File: config.mk
export PLATFORM = sky130hd
export DESIGN_NAME = pid_step_variable_dt_core
export DESIGN_NICKNAME = d
export VERILOG_FILES = /design/src/sv/pidsv_pkg.sv /design/src/sv/pid_step_variable_dt_core.sv /design/src/sv/pidsv_csr.sv /design/src/sv/pidsv_ctrl.sv /design/src/sv/pidsv_dpath.sv
export SDC_FILE = /design/constraint.sdc
export NUM_CORES = 2
export LEC_CHECK = 0
export BUFFER_PORTS_ARGS = -buffer_cell sky130_fd_sc_hd__buf_4
export CORE_MARGIN = 1
export CORE_UTILIZATION = 51
export DETAILED_ROUTE_END_ITERATION = 8
export GPL_TIMING_DRIVEN = 1
export PLACE_DENSITY = 0.73
export SLEW_MARGIN = 15
export SYNTH_ARGS = -nofsm -noshare
export SYNTH_HDL_FRONTEND = slang
export SYNTH_HIERARCHICAL = 1
export SYNTH_SLANG_ARGS = --single-unit
File: constraint.sdc
create_clock -name clock -period 25.4 [get_ports clock]
set_input_delay 6.35 -clock clock [delete_from_list [all_inputs] [get_ports clock]]
set_output_delay 6.35 -clock clock [all_outputs]
set_load 0.01 [all_outputs]
File: src/sv/pidsv_pkg.sv
// Package for the PID step block: widths, reset values, register codes,
// sequencer states, operation codes and the control and configuration structs.
// No dependencies.
package pidsv_pkg;

   localparam int unsigned ErrWidth     = 16;
   localparam int unsigned StepWidth    = 16;
   localparam int unsigned GainWidth    = 16;
   localparam int unsigned LimitWidth   = 31;
   localparam int unsigned IntegWidth   = 32;
   localparam int unsigned OutWidth     = 32;
   localparam int unsigned ProdWidth    = 49;
   localparam int unsigned SumWidth     = 48;
   localparam int unsigned DivBits      = 44;
   localparam int unsigned DivCntWidth  = $clog2(DivBits);
   localparam int unsigned CsrAddrWidth = 4;
   localparam int unsigned CsrDataWidth = 32;

   localparam logic [StepWidth-1:0]  ZeroStepUnits   = 16'd66;
   localparam logic [GainWidth-1:0]  PropGainReset   = 16'd256;
   localparam logic [GainWidth-1:0]  IntegGainReset  = 16'd0;
   localparam logic [GainWidth-1:0]  DerivGainReset  = 16'd0;
   localparam logic [LimitWidth-1:0] IntegLimitReset = 31'd65536;

   typedef enum logic [1:0] {
      REG_PROP_GAIN,
      REG_INTEG_GAIN,
      REG_DERIV_GAIN,
      REG_INTEG_LIMIT
   } pidsv_reg_type;

   typedef enum logic [3:0] {
      ST_IDLE,
      ST_MUL_INC,
      ST_CLAMP,
      ST_MUL_PROP,
      ST_ADD_PROP,
      ST_MUL_INTEG,
      ST_ADD_INTEG,
      ST_MUL_DERIV,
      ST_DIV_LOAD,
      ST_DIV,
      ST_FINISH
   } pidsv_state_type;

   typedef enum logic [1:0] {
      MUL_INC,
      MUL_PROP,
      MUL_INTEG,
      MUL_DERIV
   } pidsv_mul_op_type;

   typedef enum logic {
      ACC_LOAD_PROP,
      ACC_ADD_INTEG
   } pidsv_acc_op_type;

   typedef struct packed {
      logic [GainWidth-1:0]  prop_gain;
      logic [GainWidth-1:0]  integ_gain;
      logic [GainWidth-1:0]  deriv_gain;
      logic [LimitWidth-1:0] integ_limit;
   } pidsv_cfg_type;

   typedef struct packed {
      logic             load_in;
      logic             mul_en;
      pidsv_mul_op_type mul_op;
      logic             clamp_en;
      logic             acc_en;
      pidsv_acc_op_type acc_op;
      logic             div_load;
      logic             div_step;
      logic             result_en;
   } pidsv_ctrl_type;

endpackage

File: src/sv/pid_step_variable_dt_core.sv
// Top level of the PID step block with variable time step and integral clamp.
// Depends on pidsv_pkg, pidsv_csr, pidsv_ctrl and pidsv_dpath.
//
// Usage: a request on the req_ stream carries an error sample and the time
// since the previous request. The block updates the clamped integral, forms
// P + I + D and returns one response on the rsp_ stream with the saturated
// drive value in tdata and the saturation flag in tuser. Gains and the
// integral limit are set through the csr_ port; the user is bound to do so
// only while no request is in work, as the block does not enforce it.
// After a request is accepted, eight sequencer steps run, four of them on
// one shared multiplier; then the bit-serial divider for the derivative term
// forms one quotient bit per cycle, and last the output register is loaded.
// req_tready is high only while the sequencer is idle, so a new request is
// accepted only once the sequencer has finished with the last one.
// The response sits in an output register; the next request is accepted while
// it waits, and a finished result holds in the sequencer until the register
// is free. Reset clears the integral, the stored error, the handshakes and
// returns the gains and limit to their defaults.
module pid_step_variable_dt_core (
   input  logic        clock,
   input  logic        reset,
   input  logic        req_tvalid,
   output logic        req_tready,
   input  logic [31:0] req_tdata,   // [15:0] error_sample, [31:16] time_step
   output logic        rsp_tvalid,
   input  logic        rsp_tready,
   output logic [31:0] rsp_tdata,   // [31:0] control_out
   output logic [0:0]  rsp_tuser,   // [0] out_saturated
   input  logic        csr_psel,
   input  logic        csr_penable,
   input  logic        csr_pwrite,
   input  logic [3:0]  csr_paddr,
   input  logic [31:0] csr_pwdata,
   output logic [31:0] csr_prdata,
   output logic        csr_pready
);

   pidsv_pkg::pidsv_cfg_type  cfg;
   pidsv_pkg::pidsv_ctrl_type ctrl;
   logic signed [31:0]        control_out;
   logic                      out_saturated;

   pidsv_csr u_csr (
      .clock       (clock),
      .reset       (reset),
      .csr_psel    (csr_psel),
      .csr_penable (csr_penable),
      .csr_pwrite  (csr_pwrite),
      .csr_paddr   (csr_paddr),
      .csr_pwdata  (csr_pwdata),
      .csr_prdata  (csr_prdata),
      .csr_pready  (csr_pready),
      .cfg         (cfg)
   );

   pidsv_ctrl u_ctrl (
      .clock      (clock),
      .reset      (reset),
      .req_tvalid (req_tvalid),
      .req_tready (req_tready),
      .rsp_tvalid (rsp_tvalid),
      .rsp_tready (rsp_tready),
      .ctrl       (ctrl)
   );

   pidsv_dpath u_dpath (
      .clock           (clock),
      .reset           (reset),
      .ctrl            (ctrl),
      .cfg             (cfg),
      .in_error_sample ($signed(req_tdata[15:0])),
      .in_time_step    (req_tdata[31:16]),
      .control_out     (control_out),
      .out_saturated   (out_saturated)
   );

   assign rsp_tdata    = control_out;
   assign rsp_tuser[0] = out_saturated;

endmodule

File: src/sv/pidsv_csr.sv
// Configuration register file of the PID step block on an APB-style port.
// Depends on pidsv_pkg.
module pidsv_csr (
   input  logic                                clock,
   input  logic                                reset,
   input  logic                                csr_psel,
   input  logic                                csr_penable,
   input  logic                                csr_pwrite,
   input  logic [pidsv_pkg::CsrAddrWidth-1:0]  csr_paddr,
   input  logic [pidsv_pkg::CsrDataWidth-1:0]  csr_pwdata,
   output logic [pidsv_pkg::CsrDataWidth-1:0]  csr_prdata,
   output logic                                csr_pready,
   output pidsv_pkg::pidsv_cfg_type            cfg
);

   pidsv_pkg::pidsv_cfg_type cfg_ff, cfg_in;
   pidsv_pkg::pidsv_reg_type reg_sel;
   logic                     wr_en;

   assign csr_pready = 1'b1;
   assign reg_sel    = pidsv_pkg::pidsv_reg_type'(csr_paddr[3:2]);
   assign wr_en      = csr_psel & csr_penable & csr_pwrite & csr_pready;
   assign cfg        = cfg_ff;

   always_comb begin
      cfg_in = cfg_ff;
      if (wr_en) begin
         case (reg_sel)
            pidsv_pkg::REG_PROP_GAIN:   cfg_in.prop_gain   = csr_pwdata[15:0];
            pidsv_pkg::REG_INTEG_GAIN:  cfg_in.integ_gain  = csr_pwdata[15:0];
            pidsv_pkg::REG_DERIV_GAIN:  cfg_in.deriv_gain  = csr_pwdata[15:0];
            pidsv_pkg::REG_INTEG_LIMIT: cfg_in.integ_limit = csr_pwdata[30:0];
            default: cfg_in = cfg_ff;
         endcase
      end
   end

   always_comb begin
      case (reg_sel)
         pidsv_pkg::REG_PROP_GAIN:   csr_prdata = {16'd0, cfg_ff.prop_gain};
         pidsv_pkg::REG_INTEG_GAIN:  csr_prdata = {16'd0, cfg_ff.integ_gain};
         pidsv_pkg::REG_DERIV_GAIN:  csr_prdata = {16'd0, cfg_ff.deriv_gain};
         pidsv_pkg::REG_INTEG_LIMIT: csr_prdata = {1'b0, cfg_ff.integ_limit};
         default: csr_prdata = '0;
      endcase
   end

   always_ff @(posedge clock) begin
      if (reset) begin
         cfg_ff.prop_gain   <= pidsv_pkg::PropGainReset;
         cfg_ff.integ_gain  <= pidsv_pkg::IntegGainReset;
         cfg_ff.deriv_gain  <= pidsv_pkg::DerivGainReset;
         cfg_ff.integ_limit <= pidsv_pkg::IntegLimitReset;
      end else begin
         cfg_ff <= cfg_in;
      end
   end

endmodule

File: src/sv/pidsv_ctrl.sv
// Sequencer of the PID step block: steps the shared multiplier, the clamp,
// the accumulator and the divider, and owns the handshakes. Depends on pidsv_pkg.
module pidsv_ctrl (
   input  logic                      clock,
   input  logic                      reset,
   input  logic                      req_tvalid,
   output logic                      req_tready,
   output logic                      rsp_tvalid,
   input  logic                      rsp_tready,
   output pidsv_pkg::pidsv_ctrl_type ctrl
);

   pidsv_pkg::pidsv_state_type           state_ff, state_in;
   logic [pidsv_pkg::DivCntWidth-1:0]    div_cnt_ff, div_cnt_in;
   logic                                 rsp_valid_ff, rsp_valid_in;
   logic                                 slot_free;
   logic                                 div_last;

   assign slot_free  = !rsp_valid_ff || rsp_tready;
   assign div_last   = (div_cnt_ff == pidsv_pkg::DivCntWidth'(pidsv_pkg::DivBits - 1));
   assign req_tready = (state_ff == pidsv_pkg::ST_IDLE);
   assign rsp_tvalid = rsp_valid_ff;

   always_comb begin
      state_in = state_ff;
      case (state_ff)
         pidsv_pkg::ST_IDLE:      if (req_tvalid) state_in = pidsv_pkg::ST_MUL_INC;
         pidsv_pkg::ST_MUL_INC:   state_in = pidsv_pkg::ST_CLAMP;
         pidsv_pkg::ST_CLAMP:     state_in = pidsv_pkg::ST_MUL_PROP;
         pidsv_pkg::ST_MUL_PROP:  state_in = pidsv_pkg::ST_ADD_PROP;
         pidsv_pkg::ST_ADD_PROP:  state_in = pidsv_pkg::ST_MUL_INTEG;
         pidsv_pkg::ST_MUL_INTEG: state_in = pidsv_pkg::ST_ADD_INTEG;
         pidsv_pkg::ST_ADD_INTEG: state_in = pidsv_pkg::ST_MUL_DERIV;
         pidsv_pkg::ST_MUL_DERIV: state_in = pidsv_pkg::ST_DIV_LOAD;
         pidsv_pkg::ST_DIV_LOAD:  state_in = pidsv_pkg::ST_DIV;
         pidsv_pkg::ST_DIV:       if (div_last) state_in = pidsv_pkg::ST_FINISH;
         pidsv_pkg::ST_FINISH:    if (slot_free) state_in = pidsv_pkg::ST_IDLE;
         default:                 state_in = pidsv_pkg::ST_IDLE;
      endcase
   end

   always_comb begin
      ctrl        = '0;
      ctrl.mul_op = pidsv_pkg::MUL_INC;
      ctrl.acc_op = pidsv_pkg::ACC_LOAD_PROP;
      case (state_ff)
         pidsv_pkg::ST_IDLE:      ctrl.load_in = req_tvalid;
         pidsv_pkg::ST_MUL_INC: begin
            ctrl.mul_en = 1'b1;
            ctrl.mul_op = pidsv_pkg::MUL_INC;
         end
         pidsv_pkg::ST_CLAMP:     ctrl.clamp_en = 1'b1;
         pidsv_pkg::ST_MUL_PROP: begin
            ctrl.mul_en = 1'b1;
            ctrl.mul_op = pidsv_pkg::MUL_PROP;
         end
         pidsv_pkg::ST_ADD_PROP: begin
            ctrl.acc_en = 1'b1;
            ctrl.acc_op = pidsv_pkg::ACC_LOAD_PROP;
         end
         pidsv_pkg::ST_MUL_INTEG: begin
            ctrl.mul_en = 1'b1;
            ctrl.mul_op = pidsv_pkg::MUL_INTEG;
         end
         pidsv_pkg::ST_ADD_INTEG: begin
            ctrl.acc_en = 1'b1;
            ctrl.acc_op = pidsv_pkg::ACC_ADD_INTEG;
         end
         pidsv_pkg::ST_MUL_DERIV: begin
            ctrl.mul_en = 1'b1;
            ctrl.mul_op = pidsv_pkg::MUL_DERIV;
         end
         pidsv_pkg::ST_DIV_LOAD:  ctrl.div_load = 1'b1;
         pidsv_pkg::ST_DIV:       ctrl.div_step = 1'b1;
         pidsv_pkg::ST_FINISH:    ctrl.result_en = slot_free;
         default:                 ctrl.load_in = 1'b0;
      endcase
   end

   always_comb begin
      div_cnt_in = div_cnt_ff;
      if (ctrl.div_load) begin
         div_cnt_in = '0;
      end else if (ctrl.div_step) begin
         div_cnt_in = div_cnt_ff + 1'b1;
      end
      rsp_valid_in = rsp_valid_ff;
      if (ctrl.result_en) begin
         rsp_valid_in = 1'b1;
      end else if (rsp_tready) begin
         rsp_valid_in = 1'b0;
      end
   end

   always_ff @(posedge clock) begin
      if (reset) begin
         state_ff     <= pidsv_pkg::ST_IDLE;
         div_cnt_ff   <= '0;
         rsp_valid_ff <= 1'b0;
      end else begin
         state_ff     <= state_in;
         div_cnt_ff   <= div_cnt_in;
         rsp_valid_ff <= rsp_valid_in;
      end
   end

endmodule

File: src/sv/pidsv_dpath.sv
// Datapath of the PID step block: shared multiplier, integral clamp, term
// accumulator, bit-serial divider and output register. Depends on pidsv_pkg.
module pidsv_dpath (
   input  logic                                    clock,
   input  logic                                    reset,
   input  pidsv_pkg::pidsv_ctrl_type               ctrl,
   input  pidsv_pkg::pidsv_cfg_type                cfg,
   input  logic signed [pidsv_pkg::ErrWidth-1:0]   in_error_sample,
   input  logic [pidsv_pkg::StepWidth-1:0]         in_time_step,
   output logic signed [pidsv_pkg::OutWidth-1:0]   control_out,
   output logic                                    out_saturated
);

   logic signed [15:0] err_ff, prev_err_ff, prev_err_in;
   logic [15:0]        step_ff;
   logic signed [31:0] integ_ff, integ_in;
   logic signed [48:0] prod_ff;
   logic signed [47:0] sum_ff;
   logic [43:0]        div_num_ff;
   logic [15:0]        div_rem_ff;
   logic               div_neg_ff;
   logic signed [31:0] out_ff;
   logic               out_sat_ff;

   logic signed [31:0] mul_a;
   logic signed [16:0] mul_b;
   logic signed [48:0] mul_p;
   logic signed [16:0] err_diff;
   logic signed [48:0] prod_shr12, prod_shr8, prod_shr4;
   logic signed [32:0] integ_sum, lim_pos, lim_neg;
   logic signed [47:0] addend, acc_base;
   logic signed [48:0] prod_mag;
   logic [16:0]        rem_shift;
   logic               q_bit;
   logic signed [44:0] q_mag, d_term;
   logic signed [47:0] total;
   logic               fits;

   assign err_diff = {err_ff[15], err_ff} - {prev_err_ff[15], prev_err_ff};

   always_comb begin
      case (ctrl.mul_op)
         pidsv_pkg::MUL_INC: begin
            mul_a = {{16{err_ff[15]}}, err_ff};
            mul_b = {1'b0, step_ff};
         end
         pidsv_pkg::MUL_PROP: begin
            mul_a = {{16{err_ff[15]}}, err_ff};
            mul_b = {1'b0, cfg.prop_gain};
         end
         pidsv_pkg::MUL_INTEG: begin
            mul_a = integ_ff;
            mul_b = {1'b0, cfg.integ_gain};
         end
         pidsv_pkg::MUL_DERIV: begin
            mul_a = {{15{err_diff[16]}}, err_diff};
            mul_b = {1'b0, cfg.deriv_gain};
         end
         default: begin
            mul_a = '0;
            mul_b = '0;
         end
      endcase
      mul_p = mul_a * mul_b;
   end

   always_comb begin
      prod_shr12 = prod_ff >>> 12;
      integ_sum  = {integ_ff[31], integ_ff} + $signed(prod_shr12[32:0]);
      lim_pos    = $signed({2'b00, cfg.integ_limit});
      lim_neg    = -lim_pos;
      integ_in   = integ_ff;
      if (integ_sum > lim_pos) begin
         integ_in = lim_pos[31:0];
      end else if (integ_sum < lim_neg) begin
         integ_in = lim_neg[31:0];
      end else begin
         integ_in = integ_sum[31:0];
      end
   end

   always_comb begin
      prod_shr8 = prod_ff >>> 8;
      prod_shr4 = prod_ff >>> 4;
      if (ctrl.acc_op == pidsv_pkg::ACC_LOAD_PROP) begin
         addend   = $signed(prod_shr4[47:0]);
         acc_base = '0;
      end else begin
         addend   = $signed(prod_shr8[47:0]);
         acc_base = sum_ff;
      end
   end

   always_comb begin
      prod_mag  = prod_ff[48] ? -prod_ff : prod_ff;
      rem_shift = {div_rem_ff, div_num_ff[43]};
      q_bit     = (rem_shift >= {1'b0, step_ff});
      q_mag     = $signed({1'b0, div_num_ff});
      d_term    = div_neg_ff ? -q_mag : q_mag;
      total     = sum_ff + {{3{d_term[44]}}, d_term};
      fits      = (total[47:31] == '0) || (total[47:31] == '1);
      prev_err_in = ctrl.result_en ? err_ff : prev_err_ff;
   end

   always_ff @(posedge clock) begin
      if (ctrl.load_in) begin
         err_ff  <= in_error_sample;
         step_ff <= (in_time_step == '0) ? pidsv_pkg::ZeroStepUnits : in_time_step;
      end
      if (ctrl.mul_en) begin
         prod_ff <= mul_p;
      end
      if (ctrl.acc_en) begin
         sum_ff <= acc_base + addend;
      end
      if (ctrl.div_load) begin
         div_num_ff <= {prod_mag[31:0], 12'd0};
         div_rem_ff <= '0;
         div_neg_ff <= prod_ff[48];
      end else if (ctrl.div_step) begin
         div_num_ff <= {div_num_ff[42:0], q_bit};
         div_rem_ff <= q_bit ? 16'(rem_shift - {1'b0, step_ff}) : rem_shift[15:0];
      end
      if (ctrl.result_en) begin
         out_sat_ff <= !fits;
         if (fits) begin
            out_ff <= total[31:0];
         end else if (total[47]) begin
            out_ff <= 32'sh8000_0000;
         end else begin
            out_ff <= 32'sh7FFF_FFFF;
         end
      end
   end

   always_ff @(posedge clock) begin
      if (reset) begin
         integ_ff    <= '0;
         prev_err_ff <= '0;
      end else begin
         if (ctrl.clamp_en) begin
            integ_ff <= integ_in;
         end
         prev_err_ff <= prev_err_in;
      end
   end

   assign control_out   = out_ff;
   assign out_saturated = out_sat_ff;

endmodule

=== Word-level counts from Yosys, hierarchy flattened ===
Cells that the tools add are included.

* Add/subtract/negate cells: 9
* $mul: 1
* Magnitude comparators: 3
* Equal/unequal tests: 21
* Multiplexer cells: 27
* Bitwise operators: 2
* Reductions and logical operators: 18

{| class="wikitable"
|+ Operators by type and width
! kind !! number
|-
| 32-bit two-way mux || 5
|-
| 44-bit two-way mux || 3
|-
| 32-bit case mux with 4 select lines || 1
|-
| 32-bit case mux with 3 select lines || 1
|-
| 17-bit case mux with 4 select lines || 1
|-
| 32-bit by 17-bit multiplier with 49-bit output || 1
|-
| 48-bit by 45-bit adder with 48-bit output || 1
|-
| 48-bit adder || 1
|-
| 48-bit two-way mux || 1
|-
| 45-bit two-way mux || 1
|-
| 44-bit negator with 45-bit output || 1
|-
| 4-bit case mux with 11 select lines || 1
|-
| 33-bit adder || 1
|-
| 33-bit by 32-bit > comparator with 1-bit output || 1
|-
| 33-bit less-than comparator || 1
|-
| 31-bit negator with 33-bit output || 1
|-
| 32-bit negator || 1
|-
| 17-bit equality test (second input constant) || 1
|-
| 17-bit by 16-bit greater-or-equal comparator with 1-bit output || 1
|-
| 17-bit zero test || 1
|-
| 16-bit by 16-bit subtractor with 17-bit output || 1
|-
| 4-bit by 3-bit equality test with 1-bit output (second input constant) || 4
|-
| 16-bit zero test || 1
|-
| 16-bit two-way mux || 1
|-
| other kinds (23) || 48
|}

* Register bits after elaboration: 361
* Bits of input ports: 75
* Word-level logic and storage cells: 100

=== Longest topological paths before layout ===
* Depth after elaboration: 6
* Mapped depth: 38

=== Modules after synthesis ===
The synthesis kept the hierarchy.

{| class="wikitable"
|+ Modules (own cells, without submodules)
! module !! times used !! cells an instance !! area each (µm²) !! seq. area each (µm²)
|-
| pidsv_dpath || 1 || 4683 || 41135.7 || 7377.1
|-
| pidsv_csr || 1 || 364 || 3706.1 || 1581.5
|-
| pidsv_ctrl || 1 || 82 || 676.9 || 220.2
|}

=== Worst setup path after synthesis ===
Ideal clock, no wire load.

* Kind: input port to output port
* Start: input csr_paddr[3]
* End: output csr_prdata[10]
* Arrival: 7.362 ns
* Data required time: 19.050 ns
* Path slack: 11.688 ns
* Stages: 3
* Cell sequence: buf_2 buf_2 mux4_2

* Cells in the longest elaborated chain, start to end: 2
* Elaborated cells on any way between the ends: 5

{| class="wikitable"
|+ RTL lines
! what !! line !! text
|-
| start, declared || pid_step_variable_dt_core.sv:32 || <nowiki>input logic [3:0] csr_paddr,</nowiki>
|-
| 2-bit equality test (tied with other cells) || pidsv_csr.sv:39 || <nowiki>case (reg_sel)</nowiki>
|-
| 32-bit case mux with 4 select lines * || pidsv_csr.sv:39 ||
|-
| end, declared || pid_step_variable_dt_core.sv:34 || <nowiki>output logic [31:0] csr_prdata,</nowiki>
|}

Mark *: on every way between the ends. The rest lies on a longest branch, timed or not. The select of a mux whose other input is x is not followed.

=== Worst setup path after layout ===
* Start: input csr_paddr[3]
* End: output csr_prdata[11]

The elaborated chain is that of the path after synthesis.

==> flow_metrics.tcl <==
set metrics [dict create \
    post-route-period-util_pct 55.2 \
    dp_hpwl_um 97600 \
    skew_ns 0.0396 \
    synth_cells 5129 \
    rows 109 \
    worst-path-max-fanout 52 \
    first_pass_iters 6 \
    seq_area_frac_synth_pct 20.2 \
    drt_iter0_markers 2944 \
    netlist_area_um2 45500 \
    fin_area_um2 49000 \
    grtUsageTotal_pct 27.5 \
    maxCapViolations 0 \
    status "finished clean" \
    syn_avg_cell_area_um2 8.87 \
    cts_setup_buffers 0 \
    place_area_um2 47500 \
    start_kind "input port" \
    drv_slew 0 \
    fmax_ghz 0.0713 \
    worstPathRequired_ns 19.05 \
    tightest_slew_ns 1.20 \
    vias 37100 \
    clk_pin_slew_ns 0.06 \
    gp_congestion 0.960 \
    synth_edf_count 195 \
    min_period_ns 14.02 \
    cts_tree "done" \
    antenna_left 0 \
    synth_nets 6040 \
    cts_buffers 46 \
    ys_types 100 \
    rsz0062_at_grt "no" \
    fp.dieH_um 301 \
    overflow 0 \
    io_buffers 137 \
    diodes 0 \
    die_area_um2 90500 \
    finalNetCount 6040 \
    clock-sinks 361 \
    grt_max_degree 94 \
    ys_ff_latch 361 \
    placeableCoreArea_um2 88400 \
    setup_tns_ns 0 \
    slew_headroom_pct 19.8 \
    cp-startpoint "csr_paddr[3]" \
    worstHoldPathType "register to register" \
    worstSkewPairLatency_ns 0.60 \
    finalHoldViolations 0 \
    antenna_found_initial 2 \
    yosys_warnings 6 \
    drc 0 \
    synthToLayoutAreaGrowth_pct 7.61 \
    fp.dieW_um 301 \
    setup_viol 0 \
    routedWlPerCell_um 19.4 \
    clockBufferDepth 3 \
    regToRegStartpoint "u_ctrl/state_ff[0]$_SDFFE_PP0P_" \
    hold_start "u_ctrl/div_cnt_ff[1]$_SDFFE_PP0P_" \
    reg2reg_setup_slack_ns 14.16 \
    end_kind "output port" \
    grt_pass1_vias 37000 \
    critPathKind "input port to output port" \
    cts_root_buffer "clkbuf_16" \
    drive_gt1_share_pct 7.36 \
    cts_hold_buffers 0 \
    cts_resized 0 \
    synth_flop_cell "edfxtp_1" \
    arrival_ns 7.67 \
    wl_um 123000 \
    grt_pass1_wl_um 198000 \
    avgViaCountPerCell 5.85 \
    htreeDepth 2 \
    async_flop_share_pct 0 \
    ios 143 \
    start_util_pct 51.5 \
]
[kinds of logic (layout without fill, tap and decap cells)]
group,count (synthesis),after routing,synth area share [%]
adder cells (fa/ha/maj),836,836,31.1
XOR/XNOR,277,277,5.35
AND/OR/NAND/NOR,1518,1518,16.1
multiplexers,174,174,4.57
buffers and inverters,939,975,7.97
other,2,2,0.0165
flip-flops,361,361,20.2
AO/OA/AOI/OAI,1022,1022,14.8
[Yosys cell counts (42+ instances only)]
cell type / instances / area (µm²)
edfxtp_1: 195 / 5860
and3_1: 48 / 300
fa_1: 494 / 9890
xor2_1: 45 / 394
o21ai_1: 82 / 410
o21ai_0: 164 / 821
nor2b_1: 60 / 375
clkbuf_1: 168 / 631
nand2b_1: 102 / 638
inv_1: 707 / 2650
nand2_1: 516 / 1940
o31ai_1: 44 / 330
nand3_1: 58 / 290
ha_1: 342 / 4280
nand4_1: 49 / 307
a21o_1: 121 / 908
and2_1: 114 / 713
xnor2_1: 231 / 2020
nor2_1: 379 / 1420
a211oi_1: 54 / 405
mux2_2: 42 / 473
nor3_1: 59 / 295
o21a_1: 44 / 330
mux2i_1: 109 / 1090
a21oi_1: 232 / 1160
dfxtp_1: 166 / 3320
[layer usage]
layer / vias to the layer above / GRT usage (%) / routed length (µm)
met5: - / 0 / 13
met4: 2 / 11.5 / 5650
met1: 18200 / 36.3 / 51500
met3: 271 / 3.48 / 8610
li1: 17300 / - / -
met2: 1310 / 45.5 / 57100
[state kept, by name, summed over array words and instances (netlist names)]
name / count
u_dpath/prod_ff: 49
u_dpath/control_out: 32
u_ctrl/rsp_tvalid: 1
u_dpath/step_ff: 16
u_csr/cfg: 79
u_dpath/err_ff: 16
u_dpath/div_neg_ff: 1
u_ctrl/div_cnt_ff: 6
u_dpath/out_saturated: 1
u_dpath/sum_ff: 48
u_dpath/integ_ff: 32
u_dpath/div_num_ff: 44
u_ctrl/state_ff: 4
u_dpath/div_rem_ff: 16
u_dpath/prev_err_ff: 16
[final cells by class]
cell class	count	area, µm²
well taps	1165	1460
inverters	710	2670
clock inverters	26	285
flip-flops and latches	361	9180
fillers	7988	39400
clock buffers	58	1230
repair buffers	181	1360
multi-input cells	3829	32800
[worst max-delay path, stage by stage]
cell and delay, ns:
buf_4 0.50, mux4_2 0.64, buf_4 0.17
[path summary, 6_finish.rpt]
check        depth (start not counted)                                 to
max                                  3                     csr_prdata[11]
min                                  2  u_ctrl/div_cnt_ff[1]$_SDFFE_PP0P_
max reg2reg                         30      u_dpath/prod_ff[45]$_DFFE_PP_
min reg2reg                          2  u_ctrl/div_cnt_ff[1]$_SDFFE_PP0P_
[metrics by stage]
| step | utilization (%) | hold WS [ns] | instances | worst slack [ns] |
|---|---|---|---|---|
| global route | 55.4 | 0.511 | 6330 | 11.33 |
| floorplan | - | 0.453 | 5129 | 11.69 |
| global placement | 53.7 | 0.462 | 6245 | 11.39 |
| CTS | 55.4 | 0.486 | 6329 | 11.36 |
| finish | 55.4 | 0.481 | 6330 | 11.38 |
| detailed placement | 53.7 | 0.477 | 6245 | 11.37 |
[cell usage in the layout, fill, tap and decap left out, types with 19 or more instances in the layout]
cell type,synthesis,final
xor2_1,45,45
o21ai_0,164,164
clkbuf_16,0,47
nand4_1,49,49
ha_1,342,342
and3_1,48,48
o21ai_1,82,82
mux2_2,42,42
or3_1,27,27
nand2_1,516,516
o21bai_1,35,34
mux4_2,23,23
mux2i_1,109,109
inv_1,707,706
fa_1,494,494
nand2b_1,102,102
xnor2_1,231,231
a31oi_1,26,26
dfxtp_1,166,166
or4_1,19,19
a22o_1,30,30
nor2b_1,60,58
nand3_1,58,58
edfxtp_1,195,195
a21oi_1,232,229
nor3_1,59,56
o21a_1,44,44
nor2_1,379,376
a211oi_1,54,54
buf_4,7,181
o31ai_1,44,39
and2_1,114,113
o211ai_1,30,30
nor4_1,20,20
a21o_1,121,121
Power is left out: the tool's default activity adds up to more than one toggle a clock period on the data nets, which glitch-free logic cannot reach.
